==> src/hw/rtl/ps2mq_pkg.sv <==
// ============================================================================
// ps2mq_pkg
// Shared types and constants of the PS/2 mouse packet event queue.
// ============================================================================
`default_nettype none

package ps2mq_pkg;

	localparam int QUEUE_DEPTH = 32;
	localparam int PTR_W       = $clog2(QUEUE_DEPTH);
	localparam int COORD_BITS  = 12;
	localparam int CMDQ_DEPTH  = 2;
	localparam int CMDQ_PTR_W  = $clog2(CMDQ_DEPTH);
	localparam int PADDR_W     = 4;

	localparam logic [7:0] SYNC_BIT  = 8'h08;
	localparam logic [7:0] OVF_BITS  = 8'hC0;

	localparam logic [COORD_BITS-1:0] POS_X_RST = COORD_BITS'(200);
	localparam logic [COORD_BITS-1:0] POS_Y_RST = COORD_BITS'(150);

	typedef enum logic [1:0] {
		KIND_NONE,
		KIND_MOVE,
		KIND_DOWN,
		KIND_UP
	} ev_kind_t;

	typedef enum logic [1:0] {
		OP_SKIP,
		OP_BYTE,
		OP_TAKE
	} cmd_op_t;

	typedef struct packed {
		cmd_op_t    op;
		logic [7:0] data;
	} cmd_t;

	typedef struct packed {
		ev_kind_t              kind;
		logic [2:0]            button;
		logic [2:0]            buttons;
		logic [COORD_BITS-1:0] x;
		logic [COORD_BITS-1:0] y;
	} slot_t;

	typedef struct packed {
		logic                  enable;
		logic [COORD_BITS-1:0] width;
		logic [COORD_BITS-1:0] height;
	} cfg_t;

	typedef struct packed {
		logic                  wr_width;
		logic                  wr_height;
		logic [COORD_BITS-1:0] value;
	} cfg_wr_t;

	typedef struct packed {
		slot_t                 ev;
		logic [COORD_BITS-1:0] cur_x;
		logic [COORD_BITS-1:0] cur_y;
		logic [2:0]            cur_buttons;
		logic                  has_event;
	} result_t;

endpackage

`default_nettype wire

==> src/hw/rtl/ps2_mouse_packet_event_queue.sv <==
// ============================================================================
// ps2_mouse_packet_event_queue
// PS/2 mouse packet decoder with a cursor and a ring of input events.
// ============================================================================
`default_nettype none

// Each input transaction is either a device byte (func 0) or a request to take
// the oldest queued event (func 1); every input transaction yields exactly one
// output transaction. A two-entry command queue decouples the input channel from
// the sequencer, so new transactions are accepted while a result waits on a
// stalled output. The sequencer takes a queued command once it is idle and its
// output is free. Skipped bytes and the first two bytes of a packet post their
// result from ST_IDLE; a take from a nonempty ring reads the event in ST_TAKE,
// as the event ring is a memory with a registered read port. The third byte of
// a valid packet updates the cursor and buttons, runs four event steps (a move,
// then left, right and middle button changes), each of which may write the
// ring's single write port, and posts the result in ST_DONE. The ring has 32
// slots and holds at most 31 events; a move right after a queued move updates
// that entry in place, and an event that finds the ring full is dropped.
// Registers at byte addresses 0 (enable), 4 (width) and 8 (height) are to be
// written through the APB port only while the block is idle; the block itself
// does not enforce this. Writing a nonzero bound pulls the cursor inside it.
// Bytes received while disabled are ignored and a partly gathered packet is kept.

module ps2_mouse_packet_event_queue (
	input  wire logic                               clk,
	input  wire logic                               arst_n,
	// Input channel
	input  wire logic                               in_valid,
	output logic                                    in_stall,
	input  wire logic                               func,
	input  wire logic [7:0]                         data,
	// Output channel
	output logic                                    out_valid,
	input  wire logic                               out_stall,
	output logic [1:0]                              ev_kind,
	output logic [2:0]                              ev_button,
	output logic [2:0]                              ev_buttons,
	output logic [ps2mq_pkg::COORD_BITS-1:0]        ev_x,
	output logic [ps2mq_pkg::COORD_BITS-1:0]        ev_y,
	output logic [ps2mq_pkg::COORD_BITS-1:0]        cur_x,
	output logic [ps2mq_pkg::COORD_BITS-1:0]        cur_y,
	output logic [2:0]                              cur_buttons,
	output logic                                    has_event,
	// Configuration port
	input  wire logic                               psel,
	input  wire logic                               penable,
	input  wire logic                               pwrite,
	input  wire logic [ps2mq_pkg::PADDR_W-1:0]      paddr,
	input  wire logic [31:0]                        pwdata,
	output logic [31:0]                             prdata,
	output logic                                    pready
);

	typedef enum logic [ps2mq_pkg::PADDR_W-3:0] {
		REG_ENABLE,
		REG_WIDTH,
		REG_HEIGHT
	} reg_idx_t;

	localparam int CW = ps2mq_pkg::COORD_BITS;

	logic                   enable_q;
	logic [CW-1:0]          width_q;
	logic [CW-1:0]          height_q;
	logic                   wr;
	reg_idx_t               reg_idx;
	ps2mq_pkg::cfg_t        cfg;
	ps2mq_pkg::cfg_wr_t     cfg_wr;
	logic                   cmd_valid;
	ps2mq_pkg::cmd_t        cmd;
	logic                   cmd_pop;
	ps2mq_pkg::result_t     res;

	// The register file answers in the access cycle, so the port never waits.
	assign pready  = 1'b1;
	assign wr      = psel && penable && pwrite;
	assign reg_idx = reg_idx_t'(paddr[ps2mq_pkg::PADDR_W-1:2]);

	always_comb begin
		case (reg_idx)
			REG_ENABLE: prdata = {31'd0, enable_q};
			REG_WIDTH:  prdata = {{(32-CW){1'b0}}, width_q};
			REG_HEIGHT: prdata = {{(32-CW){1'b0}}, height_q};
			default:    prdata = '0;
		endcase
	end

	always_ff @(posedge clk or negedge arst_n) begin
		if (!arst_n) begin
			enable_q <= 1'b0;
			width_q  <= '0;
			height_q <= '0;
		end else if (wr) begin
			case (reg_idx)
				REG_ENABLE: enable_q <= pwdata[0];
				REG_WIDTH:  width_q  <= pwdata[CW-1:0];
				REG_HEIGHT: height_q <= pwdata[CW-1:0];
				default: ;
			endcase
		end
	end

	assign cfg.enable = enable_q;
	assign cfg.width  = width_q;
	assign cfg.height = height_q;

	// Bound writes are forwarded so the sequencer can pull the cursor inside.
	assign cfg_wr.wr_width  = wr && (reg_idx == REG_WIDTH);
	assign cfg_wr.wr_height = wr && (reg_idx == REG_HEIGHT);
	assign cfg_wr.value     = pwdata[CW-1:0];

	ps2mq_front u_front (
		.clk       (clk),
		.arst_n    (arst_n),
		.in_valid  (in_valid),
		.in_stall  (in_stall),
		.func      (func),
		.data      (data),
		.cfg       (cfg),
		.cmd_valid (cmd_valid),
		.cmd       (cmd),
		.cmd_pop   (cmd_pop)
	);

	ps2mq_back u_back (
		.clk       (clk),
		.arst_n    (arst_n),
		.cmd_valid (cmd_valid),
		.cmd       (cmd),
		.cmd_pop   (cmd_pop),
		.cfg       (cfg),
		.cfg_wr    (cfg_wr),
		.out_valid (out_valid),
		.out_stall (out_stall),
		.res       (res)
	);

	assign ev_kind     = res.ev.kind;
	assign ev_button   = res.ev.button;
	assign ev_buttons  = res.ev.buttons;
	assign ev_x        = res.ev.x;
	assign ev_y        = res.ev.y;
	assign cur_x       = res.cur_x;
	assign cur_y       = res.cur_y;
	assign cur_buttons = res.cur_buttons;
	assign has_event   = res.has_event;

endmodule

`default_nettype wire

==> src/hw/rtl/ps2mq_front.sv <==
// ============================================================================
// ps2mq_front
// Accepts input transactions, classifies them and holds them in a short queue.
// ============================================================================
`default_nettype none

module ps2mq_front (
	input  wire logic               clk,
	input  wire logic               arst_n,
	input  wire logic               in_valid,
	output logic                    in_stall,
	input  wire logic               func,
	input  wire logic [7:0]         data,
	input  wire ps2mq_pkg::cfg_t    cfg,
	output logic                    cmd_valid,
	output ps2mq_pkg::cmd_t         cmd,
	input  wire logic               cmd_pop
);

	ps2mq_pkg::cmd_t                    fifo_q [ps2mq_pkg::CMDQ_DEPTH];
	logic [ps2mq_pkg::CMDQ_PTR_W-1:0]   wr_ptr_q;
	logic [ps2mq_pkg::CMDQ_PTR_W-1:0]   rd_ptr_q;
	logic [ps2mq_pkg::CMDQ_PTR_W:0]     cnt_q;
	logic                               push;
	ps2mq_pkg::cmd_t                    cmd_in;

	assign in_stall  = (cnt_q == (ps2mq_pkg::CMDQ_PTR_W+1)'(ps2mq_pkg::CMDQ_DEPTH));
	assign push      = in_valid && !in_stall;
	assign cmd_valid = (cnt_q != '0);
	assign cmd       = fifo_q[rd_ptr_q];

	// Device bytes that arrive while disabled are marked so the back end skips them.
	always_comb begin
		cmd_in.data = data;
		if (func) begin
			cmd_in.op = ps2mq_pkg::OP_TAKE;
		end else if (cfg.enable) begin
			cmd_in.op = ps2mq_pkg::OP_BYTE;
		end else begin
			cmd_in.op = ps2mq_pkg::OP_SKIP;
		end
	end

	always_ff @(posedge clk) begin
		if (push) begin
			fifo_q[wr_ptr_q] <= cmd_in;
		end
	end

	always_ff @(posedge clk or negedge arst_n) begin
		if (!arst_n) begin
			wr_ptr_q <= '0;
			rd_ptr_q <= '0;
			cnt_q    <= '0;
		end else begin
			if (push) begin
				wr_ptr_q <= (wr_ptr_q == ps2mq_pkg::CMDQ_PTR_W'(ps2mq_pkg::CMDQ_DEPTH-1)) ?
					'0 : wr_ptr_q + 1'b1;
			end
			if (cmd_pop) begin
				rd_ptr_q <= (rd_ptr_q == ps2mq_pkg::CMDQ_PTR_W'(ps2mq_pkg::CMDQ_DEPTH-1)) ?
					'0 : rd_ptr_q + 1'b1;
			end
			if (push && !cmd_pop) begin
				cnt_q <= cnt_q + 1'b1;
			end else if (!push && cmd_pop) begin
				cnt_q <= cnt_q - 1'b1;
			end
		end
	end

	a_pop_nonempty: assert property (@(posedge clk) disable iff (!arst_n)
		cmd_pop |-> cnt_q != '0)
		else $error("command popped from an empty queue");

	a_cnt_bound: assert property (@(posedge clk) disable iff (!arst_n)
		cnt_q <= (ps2mq_pkg::CMDQ_PTR_W+1)'(ps2mq_pkg::CMDQ_DEPTH))
		else $error("command queue count out of range");

	a_full_stalls: assert property (@(posedge clk) disable iff (!arst_n)
		(in_stall && !cmd_pop) |=> $stable(cnt_q))
		else $error("full queue changed without a pop");

endmodule

`default_nettype wire

==> src/hw/rtl/ps2mq_back.sv <==
// ============================================================================
// ps2mq_back
// Sequencer that decodes packets, moves the cursor and runs the event ring.
// ============================================================================
`default_nettype none

module ps2mq_back (
	input  wire logic                clk,
	input  wire logic                arst_n,
	input  wire logic                cmd_valid,
	input  wire ps2mq_pkg::cmd_t     cmd,
	output logic                     cmd_pop,
	input  wire ps2mq_pkg::cfg_t     cfg,
	input  wire ps2mq_pkg::cfg_wr_t  cfg_wr,
	output logic                     out_valid,
	input  wire logic                out_stall,
	output ps2mq_pkg::result_t       res
);

	localparam int CW    = ps2mq_pkg::COORD_BITS;
	localparam int PW    = ps2mq_pkg::PTR_W;
	localparam int SUM_W = CW + 2;
	localparam logic [1:0] LAST_STEP = 2'd3;

	typedef enum logic [1:0] {
		ST_IDLE,
		ST_TAKE,
		ST_PUSH,
		ST_DONE
	} state_t;

	state_t                 state_q;
	logic [1:0]             step_q;
	logic [1:0]             byte_idx_q;
	logic [7:0]             first_q;
	logic [7:0]             second_q;
	logic [CW-1:0]          pos_x_q;
	logic [CW-1:0]          pos_y_q;
	logic [2:0]             btn_q;
	logic [2:0]             prev_btn_q;
	logic                   move_req_q;
	logic [PW-1:0]          head_q;
	logic [PW-1:0]          tail_q;
	logic                   last_move_q;
	logic                   out_valid_q;
	ps2mq_pkg::result_t     res_q;

	ps2mq_pkg::slot_t       mem [ps2mq_pkg::QUEUE_DEPTH];
	ps2mq_pkg::slot_t       rd_q;

	logic                   start;
	logic                   rd_en;
	logic                   ring_empty;
	logic [PW-1:0]          next_head;
	logic [PW-1:0]          prev_head;
	logic [PW-1:0]          next_tail;
	logic                   full;
	logic                   push_req;
	ps2mq_pkg::ev_kind_t    push_kind;
	logic [2:0]             push_btn;
	logic [2:0]             bit_sel;
	logic                   merge;
	logic                   mem_we;
	logic [PW-1:0]          mem_wa;
	ps2mq_pkg::slot_t       mem_wd;
	logic signed [8:0]      dx;
	logic signed [8:0]      dy;
	logic signed [SUM_W-1:0] sum_x;
	logic signed [SUM_W-1:0] sum_y;
	logic [CW-1:0]          new_x;
	logic [CW-1:0]          new_y;
	logic                   delta_nz;

	function automatic logic [CW-1:0] clamp_axis(input logic signed [SUM_W-1:0] v,
		input logic [CW-1:0] bound);
		logic [CW-1:0] r;
		if (v[SUM_W-1]) begin
			r = '0;
		end else if ((bound != '0) && (v >= $signed({2'b00, bound}))) begin
			r = bound - 1'b1;
		end else if (v > $signed({2'b00, {CW{1'b1}}})) begin
			r = {CW{1'b1}};
		end else begin
			r = v[CW-1:0];
		end
		return r;
	endfunction

	function automatic ps2mq_pkg::result_t none_result(input logic [CW-1:0] x,
		input logic [CW-1:0] y, input logic [2:0] b, input logic has);
		ps2mq_pkg::result_t r;
		r.ev.kind    = ps2mq_pkg::KIND_NONE;
		r.ev.button  = '0;
		r.ev.buttons = '0;
		r.ev.x       = x;
		r.ev.y       = y;
		r.cur_x      = x;
		r.cur_y      = y;
		r.cur_buttons = b;
		r.has_event  = has;
		return r;
	endfunction

	assign out_valid  = out_valid_q;
	assign res        = res_q;
	assign ring_empty = (head_q == tail_q);
	assign start      = (state_q == ST_IDLE) && cmd_valid && (!out_valid_q || !out_stall);
	assign cmd_pop    = start;
	assign rd_en      = start && (cmd.op == ps2mq_pkg::OP_TAKE) && !ring_empty;

	assign next_head = (head_q == PW'(ps2mq_pkg::QUEUE_DEPTH-1)) ? '0 : head_q + 1'b1;
	assign prev_head = (head_q == '0) ? PW'(ps2mq_pkg::QUEUE_DEPTH-1) : head_q - 1'b1;
	assign next_tail = (tail_q == PW'(ps2mq_pkg::QUEUE_DEPTH-1)) ? '0 : tail_q + 1'b1;
	assign full      = (next_head == tail_q);

	// Packet arithmetic for the third byte: nine-bit deltas, y inverted.
	assign dx       = $signed({first_q[4], second_q});
	assign dy       = $signed({first_q[5], cmd.data});
	assign sum_x    = $signed({2'b00, pos_x_q}) + {{(SUM_W-9){dx[8]}}, dx};
	assign sum_y    = $signed({2'b00, pos_y_q}) - {{(SUM_W-9){dy[8]}}, dy};
	assign new_x    = clamp_axis(sum_x, cfg.width);
	assign new_y    = clamp_axis(sum_y, cfg.height);
	assign delta_nz = (dx != '0) || (dy != '0);

	// Step 0 is the move event, steps 1 to 3 are the left, right and middle buttons.
	always_comb begin
		case (step_q)
			2'd1:    bit_sel = 3'b001;
			2'd2:    bit_sel = 3'b010;
			2'd3:    bit_sel = 3'b100;
			default: bit_sel = 3'b000;
		endcase
		push_req  = 1'b0;
		push_kind = ps2mq_pkg::KIND_MOVE;
		push_btn  = '0;
		if (step_q == '0) begin
			push_req = move_req_q;
		end else if (((btn_q & bit_sel) != '0) && ((prev_btn_q & bit_sel) == '0)) begin
			push_req  = 1'b1;
			push_kind = ps2mq_pkg::KIND_DOWN;
			push_btn  = bit_sel;
		end else if (((btn_q & bit_sel) == '0) && ((prev_btn_q & bit_sel) != '0)) begin
			push_req  = 1'b1;
			push_kind = ps2mq_pkg::KIND_UP;
			push_btn  = bit_sel;
		end
	end

	// A move that follows a queued move overwrites it in place.
	assign mem_we = (state_q == ST_PUSH) && push_req && !full;
	assign merge  = (push_kind == ps2mq_pkg::KIND_MOVE) && !ring_empty && last_move_q;
	assign mem_wa = merge ? prev_head : head_q;

	always_comb begin
		mem_wd.kind    = push_kind;
		mem_wd.button  = push_btn;
		mem_wd.buttons = btn_q;
		mem_wd.x       = pos_x_q;
		mem_wd.y       = pos_y_q;
	end

	always_ff @(posedge clk) begin
		if (mem_we) begin
			mem[mem_wa] <= mem_wd;
		end
		if (rd_en) begin
			rd_q <= mem[tail_q];
		end
	end

	always_ff @(posedge clk or negedge arst_n) begin
		if (!arst_n) begin
			state_q     <= ST_IDLE;
			step_q      <= '0;
			byte_idx_q  <= '0;
			first_q     <= '0;
			second_q    <= '0;
			pos_x_q     <= ps2mq_pkg::POS_X_RST;
			pos_y_q     <= ps2mq_pkg::POS_Y_RST;
			btn_q       <= '0;
			prev_btn_q  <= '0;
			move_req_q  <= 1'b0;
			head_q      <= '0;
			tail_q      <= '0;
			last_move_q <= 1'b0;
			out_valid_q <= 1'b0;
			res_q       <= '0;
		end else begin
			// A command start decides the valid flag itself in every branch below.
			if (out_valid_q && !out_stall && !start) begin
				out_valid_q <= 1'b0;
			end
			case (state_q)
				ST_IDLE: begin
					if (start) begin
						case (cmd.op)
							ps2mq_pkg::OP_TAKE: begin
								if (!ring_empty) begin
									tail_q      <= next_tail;
									out_valid_q <= 1'b0;
									state_q     <= ST_TAKE;
								end else begin
									res_q       <= none_result(pos_x_q, pos_y_q, btn_q, 1'b0);
									out_valid_q <= 1'b1;
								end
							end
							ps2mq_pkg::OP_BYTE: begin
								if (byte_idx_q == 2'd0) begin
									if ((cmd.data & ps2mq_pkg::SYNC_BIT) != '0) begin
										first_q    <= cmd.data;
										byte_idx_q <= 2'd1;
									end
									res_q       <= none_result(pos_x_q, pos_y_q, btn_q, !ring_empty);
									out_valid_q <= 1'b1;
								end else if (byte_idx_q == 2'd1) begin
									second_q    <= cmd.data;
									byte_idx_q  <= 2'd2;
									res_q       <= none_result(pos_x_q, pos_y_q, btn_q, !ring_empty);
									out_valid_q <= 1'b1;
								end else begin
									byte_idx_q <= 2'd0;
									if ((first_q & ps2mq_pkg::OVF_BITS) != '0) begin
										res_q       <= none_result(pos_x_q, pos_y_q, btn_q,
											!ring_empty);
										out_valid_q <= 1'b1;
									end else begin
										pos_x_q     <= new_x;
										pos_y_q     <= new_y;
										btn_q       <= first_q[2:0];
										prev_btn_q  <= btn_q;
										move_req_q  <= delta_nz;
										step_q      <= '0;
										out_valid_q <= 1'b0;
										state_q     <= ST_PUSH;
									end
								end
							end
							default: begin
								res_q       <= none_result(pos_x_q, pos_y_q, btn_q, !ring_empty);
								out_valid_q <= 1'b1;
							end
						endcase
					end
				end
				ST_TAKE: begin
					res_q.ev          <= rd_q;
					res_q.cur_x       <= pos_x_q;
					res_q.cur_y       <= pos_y_q;
					res_q.cur_buttons <= btn_q;
					res_q.has_event   <= !ring_empty;
					out_valid_q       <= 1'b1;
					state_q           <= ST_IDLE;
				end
				ST_PUSH: begin
					if (mem_we && !merge) begin
						head_q      <= next_head;
						last_move_q <= (push_kind == ps2mq_pkg::KIND_MOVE);
					end
					if (step_q == LAST_STEP) begin
						state_q <= ST_DONE;
					end else begin
						step_q <= step_q + 1'b1;
					end
				end
				ST_DONE: begin
					res_q       <= none_result(pos_x_q, pos_y_q, btn_q, !ring_empty);
					out_valid_q <= 1'b1;
					state_q     <= ST_IDLE;
				end
				default: begin
					state_q <= ST_IDLE;
				end
			endcase

			// Bound writes are to arrive only while the block is idle; this is not enforced here.
			if (cfg_wr.wr_width && (cfg_wr.value != '0) && (pos_x_q >= cfg_wr.value)) begin
				pos_x_q <= cfg_wr.value - 1'b1;
			end
			if (cfg_wr.wr_height && (cfg_wr.value != '0) && (pos_y_q >= cfg_wr.value)) begin
				pos_y_q <= cfg_wr.value - 1'b1;
			end
		end
	end

	a_no_overwrite: assert property (@(posedge clk) disable iff (!arst_n)
		(out_valid_q && out_stall) |=> ($stable(res_q) && out_valid_q))
		else $error("pending result overwritten");

	a_x_in_bound: assert property (@(posedge clk) disable iff (!arst_n)
		(cfg.width != '0) |-> (pos_x_q < cfg.width))
		else $error("cursor x beyond width bound");

	a_take_nonempty: assert property (@(posedge clk) disable iff (!arst_n)
		rd_en |-> !ring_empty)
		else $error("ring read while empty");

	a_push_not_full: assert property (@(posedge clk) disable iff (!arst_n)
		(mem_we && !merge) |=> !ring_empty)
		else $error("ring empty after a push");

endmodule

`default_nettype wire
==> config.mk <==
export PLATFORM = sky130hd
export DESIGN_NAME = ps2_mouse_packet_event_queue
export DESIGN_NICKNAME = d
export VERILOG_FILES = /design/src/hw/rtl/ps2mq_pkg.sv /design/src/hw/rtl/ps2_mouse_packet_event_queue.sv /design/src/hw/rtl/ps2mq_front.sv /design/src/hw/rtl/ps2mq_back.sv
export SDC_FILE = /design/constraint.sdc
export NUM_CORES = 2
export LEC_CHECK = 0
export BUFFER_PORTS_ARGS = -buffer_cell sky130_fd_sc_hd__buf_2
export CAP_MARGIN = 30
export CORE_MARGIN = 10
export CORE_UTILIZATION = 50
export CTS_BUF_LIST = sky130_fd_sc_hd__clkbuf_4
export DETAILED_ROUTE_END_ITERATION = 12
export PLACE_DENSITY = 0.66
export SYNTH_ARGS = -nofsm -noshare
export SYNTH_HDL_FRONTEND = slang
export SYNTH_SLANG_ARGS = --single-unit
==> constraint.sdc <==
create_clock -name clk -period 6.3 [get_ports clk]
set_input_delay 0.945 -clock clk [delete_from_list [all_inputs] [get_ports clk]]
set_output_delay 0.945 -clock clk [all_outputs]
set_load 0.02 [all_outputs]
==> flow_metrics.env <==
export IMPL_seq_area_frac_synth_pct=71.0
export IMPL_reg2reg_to="u_back.pos_x_q[1]$_DFFE_PN0P_"
export IMPL_arrival_ns=6.53
export IMPL_clk_pin_slew_ns=0.07
export IMPL_p_int_mw=16.8
export IMPL_synthArstFlopShare_pct=12.4
export IMPL_nets=3282
export IMPL_cp_max_fo=35
export IMPL_nFillCells=7737
export IMPL_ys_ff_latch=1229
export IMPL_end_kind="register"
export IMPL_yosys_area_top_type="edfxtp_1"
export IMPL_synthCells=2726
export IMPL_worstSkewPairLatency_ns=1.19
export IMPL_ys_types=75
export IMPL_post_cts_setup_buffers=0
export IMPL_dp_hpwl_mm=75.5
export IMPL_grt_overflow=0
export IMPL_fp_dieW_um=339
export IMPL_via_count=27900
export IMPL_timing_final_crit_share_pct=87.9
export IMPL_cts_buffers=322
export IMPL_drt_iter0_drc=2804
export IMPL_yosys_area_top_type_share_pct=63.4
export IMPL_port_buffers=103
export IMPL_r2r_slack_ns=0.76
export IMPL_hold_viol=0
export IMPL_power_switching_mw=8.27
export IMPL_leakage_nw=20.4
export IMPL_synth_most_common_cell="edfxtp_1"
export IMPL_worstMarginPinSlew_ns=1.05
export IMPL_skew_ns=0.128
export IMPL_power_frac_clock_pct=25.7
export IMPL_clock_root_buffer="clkbuf_4"
export IMPL_timing_fmax_mhz=181
export IMPL_setup_viol=0
export IMPL_min_period_ns=5.54
export IMPL_outcome="finished clean"
export IMPL_synth_area_leaders="edfxtp_1 (63%), mux4_2 (14%), dfrtp_1 (7.2%)"
export IMPL_grt_usage_pct=22.3
export IMPL_min_to="height_q[11]$_DFFE_PN0P_"
export IMPL_comb_power_share_pct=32.0
export IMPL_criticalPathCategory="reg2reg"
export IMPL_wl_per_cell_um=27.0
export IMPL_clk_path_buf_depth=4
export IMPL_drt_total_wl_mm=128
export IMPL_fp_row_count=117
export IMPL_die_area_mm2=0.115
export IMPL_drive_above_1_share_pct=33.8
export IMPL_seq_power_share_pct=42.3
export IMPL_max_cap_viol_count=0
export IMPL_syn_area_mm2=0.0509
export IMPL_drtPass1Iterations=6
export IMPL_viasPerCell=5.91
export IMPL_clock_sinks=1229
export IMPL_start_util_pct=50.2
export IMPL_boundaryPins=147
export IMPL_yosys_warnings=0
export IMPL_grt_pass1_vias=29500
export IMPL_antenna_found_initial=7
export IMPL_hp_start="pwdata[11]"
export IMPL_cts_tree="yes"
export IMPL_postCtsHoldBufs=10
export IMPL_worst_slew_margin_rel_pct=29.9
export IMPL_grt_pass1_wl_mm=191
export IMPL_maxSlewViolCount=0
export IMPL_gp_congestion=0.894
export IMPL_rsz0062_at_grt="no"
export IMPL_hold_path_class="in2reg"
export IMPL_swShare_pct=33.0
export IMPL_synth_flop_cell="edfxtp_1"
export IMPL_r2r_start="u_back.pos_x_q[0]$_DFFE_PN0P_"
export IMPL_die_y_um=339
export IMPL_core_area_mm2=0.101
export IMPL_synthTopCellsByCount="edfxtp_1 (1076), mux4_2 (320), nand2_1 (164), dfrtp_1 (146), nor2_1 (102)"
export IMPL_hold_depth=3
export IMPL_setup_tns_ns=0
export IMPL_cp_data_required_time_ns=7.29
export IMPL_drc=0
export IMPL_p_per_area_mw_per_mm2=434
export IMPL_htree_levels=5
export IMPL_grt_max_degree=106
export IMPL_ir_drop_v=0.000332
export IMPL_whs_ns=0.125
export IMPL_syn_area_per_cell_um2=18.7
export IMPL_critPathLaunchType="register"
export IMPL_cts_resized_gates=0
export IMPL_areaGrowthSynthToFinish_pct=13.4
export IMPL_synth_edff_count=1076
export IMPL_r2r_cells=19
export IMPL_ant_nets=0
[how the worst max path moves through the flow]
stage                                              from                             to  slack [ns]  cells after the start
after global routing      u_back.pos_x_q[0]$_DFFE_PN0P_  u_back.pos_x_q[0]$_DFFE_PN0P_        0.35                     19
after detailed placement  u_back.pos_x_q[0]$_DFFE_PN0P_  u_back.pos_x_q[5]$_DFFE_PN0P_        0.87                     19
final                     u_back.pos_x_q[0]$_DFFE_PN0P_  u_back.pos_x_q[1]$_DFFE_PN0P_        0.76                     19
after CTS                 u_back.pos_x_q[0]$_DFFE_PN0P_  u_back.pos_x_q[2]$_DFFE_PN0P_        0.86                     19
after floorplan            u_back.step_q[1]$_DFFE_PN0P_    u_back.mem[29][0]$_DFFE_PP_        0.99                     13
after global placement    u_back.pos_x_q[0]$_DFFE_PN0P_  u_back.pos_x_q[1]$_DFFE_PN0P_        1.10                     19
[sequential cells by signal, summed over array words and instances, names as in the netlist, 2 cells and up]
name and count:
u_back.byte_idx_q 2, u_back.pos_x_q 12, u_back.prev_btn_q 3, u_back.head_q 5, u_back.tail_q 5, width_q 12
u_front.cnt_q 2, u_front.fifo_q 20, u_back.pos_y_q 12, u_back.second_q 8, u_back.state_q 2, u_back.first_q 7
u_back.step_q 2, u_back.res 60, height_q 12, u_back.rd_q 32, u_back.btn_q 3, u_back.mem 1024
[layout by cell type, fill, tap and decap left out, drive strengths merged, types with 31 or more instances in the layout]
cell and instances:
a21oi 71, buf 198, clkbuf 452, clkinv 74, dfrtp 146, edfxtp 1076
ha 96, inv 72, mux2 61, mux2i 36, mux4 320, nand2 164
nand2b 31, nor2 102, o21ai 101, xnor2 50
[final cells by class]
type                            count  area [um^2]  share of cell area (%)
Clock inverter                     81          373                   0.646
Inverter                           68          255                   0.442
Sequential cell                  1229        36200                    62.6
Timing Repair Buffer              208         1610                    2.78
Antenna cell                        8         20.0                  0.0347
Tap cell                         1368         1710                    2.96
Multi-Input combinational cell   1303        14200                    24.6
Clock buffer                      452         3390                    5.88
[worst max-delay path, stage by stage, from the launching register on]
cell and delay [ns]:
dfrtp_1 1.03, ha_1 0.35, inv_1 0.07, fa_1 0.41, nor2b_1 0.17, o31a_1 0.19
o21bai_2 0.09, a31oi_1 0.37, nor2_1 0.10, xnor2_1 0.18, ha_1 0.32, and3_1 0.16
nand3_1 0.12, nor2_1 0.13, a21oi_1 0.09, o21ai_0 0.52, nor2_1 0.17, o22ai_2 0.49
nand2_1 0.13, a311o_1 0.34
[cell families (layout without fill, tap and decap cells)]
kind of cell    Yosys count  in the layout  share of synthesized area [%]
compound gates          297            297                           3.87
xor+xnor                 61             61                           1.05
fa+ha+maj                98             98                           2.44
buf+inv                 213            809                           1.80
flops                  1229           1229                           71.0
mux                     417            417                           16.2
other cells               2             29                         0.0147
simple gates            409            409                           3.68
[through the flow]
step	util, %	power [mW]	area (um^2)	worst slack, ns	std cells
2_1_floorplan	-	16.2	51000	0.993	2745
3_3_place_gp	52.9	18.6	53700	1.10	4159
3_5_place_dp	53.0	18.8	53800	0.872	4163
4_1_cts	56.8	25.3	57700	0.862	4706
5_1_grt	56.9	26.5	57700	0.354	4714
6_report	56.9	25.1	57800	0.760	4717
[metal layers]
layer	track usage [%]	vias to the layer above	routed length [um]
li1	-	11900	-
met1	30.0	14500	52100
met2	35.9	1276	62000
met3	4.44	204	9590
met4	8.31	0	3870
met5	0	-	0
[power by group through the flow]
stage	registers, mW	logic, mW	clock network (mW)
floorplan	10.8	5.39	0
global placement	10.8	7.85	0
detailed placement	10.8	8.03	0
finish	10.6	8.03	6.44
global route	10.7	8.75	7.04
CTS	10.6	8.08	6.59
Power figures use the tool's default switching activity.
